==> config.mk <==
export PLATFORM = sky130hd
export DESIGN_NAME = set_bit_position_lister
export DESIGN_NICKNAME = d
export VERILOG_FILES = /design/src/rtl/sbpl_pkg.sv /design/src/rtl/set_bit_position_lister.sv
export SDC_FILE = /design/constraint.sdc
export NUM_CORES = 1
export LEC_CHECK = 0
export BUFFER_PORTS_ARGS = -buffer_cell sky130_fd_sc_hd__buf_4
export CORE_ASPECT_RATIO = 0.5
export CORE_MARGIN = 4
export CORE_UTILIZATION = 25
export DETAILED_ROUTE_END_ITERATION = 10
export PLACE_DENSITY = 0.48
export SYNTH_ARGS = -nofsm -noshare
export SYNTH_HDL_FRONTEND = slang
export SYNTH_SLANG_ARGS = --single-unit
==> constraint.sdc <==
create_clock -name clock -period 12.7 [get_ports clock]
set_clock_uncertainty 0.2 [all_clocks]
set_input_delay 2.54 -clock clock [delete_from_list [all_inputs] [get_ports clock]]
set_output_delay 2.54 -clock clock [all_outputs]
set_load 0.1 [all_outputs]
==> src/rtl/sbpl_pkg.sv <==
// ---------------------------------------------------------------------------
// Set-bit position lister package
// Shared widths, register indexes and sequencer states of the lister.
// ---------------------------------------------------------------------------
`default_nettype none

package sbpl_pkg;

   localparam int unsigned LenWidth   = 30;
   localparam int unsigned OffWidth   = 31;
   localparam int unsigned LimWidth   = 34;
   localparam int unsigned PosWidth   = 32;
   localparam int unsigned CntWidth   = 33;
   localparam int unsigned CsrIdxWidth = 3;
   localparam int unsigned CsrDatWidth = 34;
   localparam int unsigned RngWidth   = 32;

   // Longest string that the range arithmetic honours.
   localparam logic [LenWidth-1:0] MaxStringBytes = 30'd536870912;

   localparam logic [CsrIdxWidth-1:0] CsrStringLength  = 3'd0;
   localparam logic [CsrIdxWidth-1:0] CsrStartOffset   = 3'd1;
   localparam logic [CsrIdxWidth-1:0] CsrEndOffset     = 3'd2;
   localparam logic [CsrIdxWidth-1:0] CsrPositionLimit = 3'd3;

   localparam logic KindPosition = 1'b0;
   localparam logic KindEnd      = 1'b1;

   typedef enum logic [1:0] {
      ST_IDLE,
      ST_RANGE,
      ST_SCAN,
      ST_FINISH
   } state_type;

endpackage

`default_nettype wire

==> src/rtl/set_bit_position_lister.sv <==
// ---------------------------------------------------------------------------
// Set-bit position lister
// Lists the absolute positions of the set bits of a string in a byte range.
// ---------------------------------------------------------------------------
// Bytes arrive on the req_ channel one per transfer, in index order; the
// item with req_final_byte set closes the string. Each set bit inside the
// configured byte range gives one position result on the rsp_ channel,
// numbered most significant bit first, until the position limit is used
// up. The closing item adds an end result that carries the total count,
// and rsp_run_last marks the last result of each input item.
// An item is taken in while the sequencer is idle, the range state
// resolves the byte range, then a shift register presents one bit per
// cycle to the emit logic in the scan state while no result waits, and
// the finish state gives the end result. req_ready is high only while
// the sequencer is idle. A single output register holds each result;
// while the receiver holds rsp_ready low the scan waits on the bit that
// has a result to deliver. Registers are to be written on the csr_
// channel while the block is idle, which the block does not check.
// Reset restores the register defaults and clears the byte count.
// ---------------------------------------------------------------------------
`default_nettype none

module set_bit_position_lister (
   input  wire logic                                  clock,
   input  wire logic                                  reset,

   input  wire logic                                  req_valid,
   output logic                                       req_ready,
   input  wire logic [7:0]                            req_data_byte,
   input  wire logic                                  req_byte_present,
   input  wire logic                                  req_final_byte,

   output logic                                       rsp_valid,
   input  wire logic                                  rsp_ready,
   output logic                                       rsp_result_kind,
   output logic [sbpl_pkg::PosWidth-1:0]              rsp_bit_position,
   output logic [sbpl_pkg::CntWidth-1:0]              rsp_total_count,
   output logic                                       rsp_run_last,

   input  wire logic                                  csr_valid,
   output logic                                       csr_ready,
   input  wire logic [sbpl_pkg::CsrIdxWidth-1:0]      csr_index,
   input  wire logic [sbpl_pkg::CsrDatWidth-1:0]      csr_data
);

   // Configuration registers
   logic [sbpl_pkg::LenWidth-1:0]        str_len_ff;
   logic signed [sbpl_pkg::OffWidth-1:0] start_off_ff;
   logic signed [sbpl_pkg::OffWidth-1:0] end_off_ff;
   logic signed [sbpl_pkg::LimWidth-1:0] limit_ff;

   // Per-string state
   logic [sbpl_pkg::LenWidth-1:0]        byte_idx_ff, byte_idx_in;
   logic [sbpl_pkg::CntWidth-1:0]        emitted_ff, emitted_in;
   logic signed [sbpl_pkg::LimWidth-1:0] remain_ff, remain_in;

   // Sequencer
   sbpl_pkg::state_type                  state_ff, state_in;
   logic [7:0]                           byte_sh_ff, byte_sh_in;
   logic [2:0]                           bit_off_ff, bit_off_in;
   logic                                 final_ff, final_in;
   logic signed [sbpl_pkg::RngWidth-1:0] start_eff_ff, start_eff_in;
   logic signed [sbpl_pkg::RngWidth-1:0] end_eff_ff, end_eff_in;

   // Output register
   logic                                 rsp_valid_ff, rsp_valid_in;
   logic                                 rsp_kind_ff, rsp_kind_in;
   logic [sbpl_pkg::PosWidth-1:0]        rsp_pos_ff, rsp_pos_in;
   logic [sbpl_pkg::CntWidth-1:0]        rsp_cnt_ff, rsp_cnt_in;
   logic                                 rsp_last_ff, rsp_last_in;

   logic                                 req_fire;
   logic                                 csr_fire;
   logic                                 out_free;
   logic                                 in_range;
   logic                                 emit_bit;
   logic                                 scan_step;

   logic [sbpl_pkg::LenWidth-1:0]        len_cl;
   logic signed [sbpl_pkg::RngWidth-1:0] len_s;
   logic signed [sbpl_pkg::RngWidth-1:0] start_s, end_s;
   logic signed [sbpl_pkg::RngWidth-1:0] start_add, end_add;
   logic signed [sbpl_pkg::RngWidth-1:0] end_low;
   logic signed [sbpl_pkg::RngWidth-1:0] idx_s;

   assign req_ready = (state_ff == sbpl_pkg::ST_IDLE);
   assign csr_ready = 1'b1;
   assign req_fire  = req_valid & req_ready;
   assign csr_fire  = csr_valid & csr_ready;
   assign out_free  = ~rsp_valid_ff | rsp_ready;

   assign rsp_valid        = rsp_valid_ff;
   assign rsp_result_kind  = rsp_kind_ff;
   assign rsp_bit_position = rsp_pos_ff;
   assign rsp_total_count  = rsp_cnt_ff;
   assign rsp_run_last     = rsp_last_ff;

   // Range resolution, registered in the range state.
   always_comb begin
      len_cl    = (str_len_ff > sbpl_pkg::MaxStringBytes) ? sbpl_pkg::MaxStringBytes
                                                          : str_len_ff;
      len_s     = signed'({2'b00, len_cl});
      start_s   = signed'({start_off_ff[sbpl_pkg::OffWidth-1], start_off_ff});
      end_s     = signed'({end_off_ff[sbpl_pkg::OffWidth-1], end_off_ff});
      start_add = (start_s < 0) ? (start_s + len_s) : start_s;
      end_add   = (end_s < 0) ? (end_s + len_s) : end_s;
      end_low   = (end_add < 0) ? '0 : end_add;
      start_eff_in = (start_add < 0) ? '0 : start_add;
      end_eff_in   = (end_low >= len_s) ? (len_s - 1) : end_low;
   end

   assign idx_s     = signed'({2'b00, byte_idx_ff});
   assign in_range  = (start_eff_ff <= end_eff_ff) && (idx_s >= start_eff_ff)
                      && (idx_s <= end_eff_ff);
   assign emit_bit  = in_range && (remain_ff != '0) && byte_sh_ff[7];
   assign scan_step = ~emit_bit | out_free;

   // Next state
   always_comb begin
      state_in = state_ff;
      case (state_ff)
         sbpl_pkg::ST_IDLE: begin
            if (req_fire) begin
               if (req_byte_present) begin
                  state_in = sbpl_pkg::ST_RANGE;
               end else if (req_final_byte) begin
                  state_in = sbpl_pkg::ST_FINISH;
               end
            end
         end
         sbpl_pkg::ST_RANGE: begin
            state_in = sbpl_pkg::ST_SCAN;
         end
         sbpl_pkg::ST_SCAN: begin
            if (scan_step && (bit_off_ff == 3'd7)) begin
               state_in = final_ff ? sbpl_pkg::ST_FINISH : sbpl_pkg::ST_IDLE;
            end
         end
         sbpl_pkg::ST_FINISH: begin
            if (out_free) begin
               state_in = sbpl_pkg::ST_IDLE;
            end
         end
         default: begin
            state_in = sbpl_pkg::ST_IDLE;
         end
      endcase
   end

   // Datapath and output register
   always_comb begin
      byte_sh_in   = byte_sh_ff;
      bit_off_in   = bit_off_ff;
      final_in     = final_ff;
      byte_idx_in  = byte_idx_ff;
      emitted_in   = emitted_ff;
      remain_in    = remain_ff;
      rsp_valid_in = rsp_valid_ff & ~rsp_ready;
      rsp_kind_in  = rsp_kind_ff;
      rsp_pos_in   = rsp_pos_ff;
      rsp_cnt_in   = rsp_cnt_ff;
      rsp_last_in  = rsp_last_ff;
      case (state_ff)
         sbpl_pkg::ST_IDLE: begin
            if (req_fire) begin
               byte_sh_in = req_data_byte;
               bit_off_in = '0;
               final_in   = req_final_byte;
            end
         end
         sbpl_pkg::ST_SCAN: begin
            if (scan_step) begin
               byte_sh_in = {byte_sh_ff[6:0], 1'b0};
               bit_off_in = bit_off_ff + 3'd1;
               if (bit_off_ff == 3'd7) begin
                  byte_idx_in = byte_idx_ff + 1'b1;
               end
            end
            if (emit_bit && out_free) begin
               rsp_valid_in = 1'b1;
               rsp_kind_in  = sbpl_pkg::KindPosition;
               rsp_pos_in   = {byte_idx_ff[sbpl_pkg::PosWidth-4:0], bit_off_ff};
               rsp_cnt_in   = '0;
               // Last when no later bit can still be emitted for this item.
               rsp_last_in  = ~final_ff && ((byte_sh_ff[6:0] == 7'd0) ||
                              (remain_ff == {{(sbpl_pkg::LimWidth-1){1'b0}}, 1'b1}));
               if (emitted_ff != {sbpl_pkg::CntWidth{1'b1}}) begin
                  emitted_in = emitted_ff + 1'b1;
               end
               if (remain_ff > 0) begin
                  remain_in = remain_ff - 1'b1;
               end
            end
         end
         sbpl_pkg::ST_FINISH: begin
            if (out_free) begin
               rsp_valid_in = 1'b1;
               rsp_kind_in  = sbpl_pkg::KindEnd;
               rsp_pos_in   = '0;
               rsp_cnt_in   = emitted_ff;
               rsp_last_in  = 1'b1;
               byte_idx_in  = '0;
               emitted_in   = '0;
               remain_in    = limit_ff;
            end
         end
         default: begin
         end
      endcase
      // A limit write also reloads the running allowance.
      if (csr_fire && (csr_index == sbpl_pkg::CsrPositionLimit)) begin
         remain_in = signed'(csr_data);
      end
   end

   always_ff @(posedge clock) begin
      if (reset) begin
         state_ff     <= sbpl_pkg::ST_IDLE;
         rsp_valid_ff <= 1'b0;
         byte_idx_ff  <= '0;
         emitted_ff   <= '0;
         remain_ff    <= '1;
         str_len_ff   <= '0;
         start_off_ff <= '0;
         end_off_ff   <= '1;
         limit_ff     <= '1;
      end else begin
         state_ff     <= state_in;
         rsp_valid_ff <= rsp_valid_in;
         byte_idx_ff  <= byte_idx_in;
         emitted_ff   <= emitted_in;
         remain_ff    <= remain_in;
         if (csr_fire) begin
            case (csr_index)
               sbpl_pkg::CsrStringLength: begin
                  str_len_ff <= csr_data[sbpl_pkg::LenWidth-1:0];
               end
               sbpl_pkg::CsrStartOffset: begin
                  start_off_ff <= signed'(csr_data[sbpl_pkg::OffWidth-1:0]);
               end
               sbpl_pkg::CsrEndOffset: begin
                  end_off_ff <= signed'(csr_data[sbpl_pkg::OffWidth-1:0]);
               end
               sbpl_pkg::CsrPositionLimit: begin
                  limit_ff <= signed'(csr_data);
               end
               default: begin
               end
            endcase
         end
      end
   end

   always_ff @(posedge clock) begin
      byte_sh_ff   <= byte_sh_in;
      bit_off_ff   <= bit_off_in;
      final_ff     <= final_in;
      rsp_kind_ff  <= rsp_kind_in;
      rsp_pos_ff   <= rsp_pos_in;
      rsp_cnt_ff   <= rsp_cnt_in;
      rsp_last_ff  <= rsp_last_in;
      if (state_ff == sbpl_pkg::ST_RANGE) begin
         start_eff_ff <= start_eff_in;
         end_eff_ff   <= end_eff_in;
      end
   end

endmodule

`default_nettype wire

==> out/metrics.csv <==
metric,value,unit
outcome,finished clean,
Starting Density,25.3,%
Post-synth top flop,dfxtp_1,
CP max-delay cell,or4_1,
Seq pwr share,39.5,%
count of final hold-check violations,0,
clock sinks,369,
Peak VDD IR,73.5,uV
HP Class,flop to flop,
CP endpoint kind,flop,
first-pass GRT wire length,112000,microns
Via density,4.88,
CP max stage delay,0.61,ns
clock latency on the worst-skew pair,0.58,ns
total global routing overflow,0,
Post-synth EDFFs,143,
vias in the first global route,18600,
layout overhead on the synthesized area,16.0,%
dominant cell type by area after synthesis,dfxtp_1,
RSZ-0062 raised after global routing,false,
Crit Path Category,flop to flop,
Max Cap Violations,0,
Root Buffer,clkbuf_16,
final critical-path setup slack,4.00,ns
Placer Congestion,0.854,
num rows,77,
First DRT Iteration DRCs,1334,
Post-Place Worst Slack,4.10,ns
initial antenna violation count,0,
Int Pwr,2370,uW
count of different cell masters after synthesis,75,
die area,95200,sq um
buffer levels on the longest clock path,3,
Power Density,135,nW/um^2
"Seq/Total Area, Yosys",39.2,%
f_max,115,MHz
PostCTS Resize Cnt,0,
Post-CTS Setup Inserts,0,
relative slew slack,25.4,%
final WL,72900,microns
DRC viols,0,
clk slew on worst S/H paths,0.07,ns
CTS Hold Bufs,0,
post-route cell area,26100,sq um
crit path max fanout,56,
Async SR Flop Fraction,0,%
crit path DAT,8.81,ns
fin util,29.4,%
Clk pwr share,36.8,%
drt first pass iters,5,
Gate power share,23.7,%
# port buffers,120,
endpoints failing setup,0,
CTS Buf Count,41,
static leakage,0.0106,uW
total global-route track usage,15.0,%
total nets after synthesis,2927,
fin crit period,8.70,ns
CTS tree,built,
Sw Pwr,1140,uW
"setup slack, reg-to-reg",4.00,ns
post-route clock period utilization,68.5,%
Setup crit start kind,flop,
Slew Limit Fails,0,
area share of the largest cell type after synthesis,20.1,%
"antenna viol nets, final",0,
largest net degree at the start of global routing,70,
dpl cell area,24700,sq um
Worst-Margin Slew,1.11,ns
"Req. time, crit path",12.82,ns
share of layout cells above drive strength 1,9.69,%
synthesized flop and latch total,369,
switching share of power,32.5,%
die outline height,220,microns
I/O pin count,122,
Mapped Area,22500,sq um
Synth Warn #,0,
mean routed wirelength per cell,18.4,microns
dpl cells,3885,
Mapped Avg Cell Area,8.39,sq um
final cell count without fillers,3962,
top post-synthesis cells by area,"dfxtp_1 (20%), edfxtp_1 (19%), ha_1 (11%)",
die width,432,microns
Max H-tree Level,2,
core area,88800,sq um
nets@finish,2987,
total number of vias,19300,
DPL Wire Length,54800,microns
Cells after Synth,2683,
Setup Total Neg Slack,0,ns
sequential cells by signal (all words and copies together) (netlist names), 2 cells and up:
name	count
start_eff_ff	32
str_len_ff	30
byte_idx_ff	30
byte_sh_ff	8
rsp_total_count	33
end_eff_ff	32
remain_ff	34
end_off_ff	31
emitted_ff	33
state_ff	2
start_off_ff	31
rsp_bit_position	32
bit_off_ff	3
limit_ff	34
cell usage after synthesis, types with 6 or more instances:
library cell,count
edfxtp_1,143
nand2b_1,26
or2_2,10
o2111ai_1,7
xor2_1,30
o21bai_1,10
mux2i_1,23
a31oi_1,13
a31o_2,6
inv_1,168
buf_1,12
nor3_1,82
and3_1,42
nand3_1,74
dfxtp_1,226
o22ai_1,13
nand3b_1,7
a221oi_1,6
a21o_1,41
and2_1,41
buf_2,7
or3_1,33
o211ai_1,20
a311oi_1,21
o21a_1,15
mux2_2,9
and4_1,8
a211oi_1,15
nand4_1,32
or4_1,6
o21ai_0,151
nand2_1,373
clkbuf_1,108
o31ai_1,8
xnor2_1,77
nor2_1,229
nor4_1,51
a2111oi_0,7
a21oi_1,250
nor2b_1,16
ha_1,190
through the flow:
stage | hold slack (ns) | power (uW)
floorplan | 0.216 | 2000
global placement | 0.226 | 2240
detailed placement | 0.229 | 2250
CTS | 0.238 | 3550
global route | 0.261 | 3700
finish | 0.237 | 3520
critical path: cells and delay by family (launching register included):
kind	cells	cell delay (ns)
DFF	1	0.36
AOI/OAI and AO/OA	14	3.33
muxes	1	0.40
and+or+nand+nor	8	2.33
buffers and inverters	4	1.23
adders and majority gates	2	0.56
power groups by stage:
stage | Sequential, uW | Clock [uW] | Combinational [uW]
after floorplan | 1500 | 0 | 494
after global routing | 1400 | 1380 | 927
after detailed placement | 1410 | 0 | 833
final | 1390 | 1290 | 835
after CTS | 1390 | 1330 | 836
after global placement | 1410 | 0 | 822
logic make-up (layout without fill, tap and decap cells):
| group | after synthesis | count (layout) | share of synthesized area (%) |
|---|---|---|---|
| AO/OA/AOI/OAI | 639 | 639 | 17.5 |
| XOR/XNOR | 107 | 107 | 4.16 |
| adder cells (fa/ha/maj) | 192 | 192 | 10.7 |
| buffers and inverters | 299 | 392 | 5.09 |
| flip-flops | 369 | 369 | 39.2 |
| multiplexers | 32 | 32 | 1.47 |
| other | 2 | 3 | 0.0334 |
| AND/OR/NAND/NOR | 1043 | 1043 | 21.8 |
layout make-up:
| class | count | area (sq um) |
|---|---|---|
| inverters | 169 | 634 |
| clock inverters | 22 | 251 |
| clock buffers | 54 | 1190 |
| well taps | 1185 | 1480 |
| fillers | 9489 | 62700 |
| multi-input cells | 2015 | 12600 |
| repair buffers | 147 | 1100 |
| diodes | 1 | 2.50 |
| flip-flops and latches | 369 | 8820 |
layer usage:
layer  global-route usage, %  up-vias  wire (microns)
met1                    21.3     9209           35600
li1                        -     9689               -
met3                    1.86       66            3320
met4                    3.22        0            1280
met2                    24.5      357           32700
met5                       0        -               0
cell usage in the layout, fill, tap and decap left out, drive strengths merged, types with 54 or more instances in the layout:
cell type,count
clkbuf,54
inv,171
buf,147
edfxtp,143
nand3,74
ha,190
nand2,373
a21oi,250
nor2,229
dfxtp,226
nor3,83
xnor2,77
o21ai,154
worst paths after layout:
check,start,end,cells past startpoint
max reg2reg,str_len_ff[3]$_SDFFE_PP0P_,end_eff_ff[26]$_DFFE_PP_,29
min,limit_ff[6]$_SDFFE_PP1P_,limit_ff[6]$_SDFFE_PP1P_,2
min reg2reg,limit_ff[6]$_SDFFE_PP1P_,limit_ff[6]$_SDFFE_PP1P_,2
max,str_len_ff[3]$_SDFFE_PP0P_,end_eff_ff[26]$_DFFE_PP_,29
(Power assumes the default switching activity.)
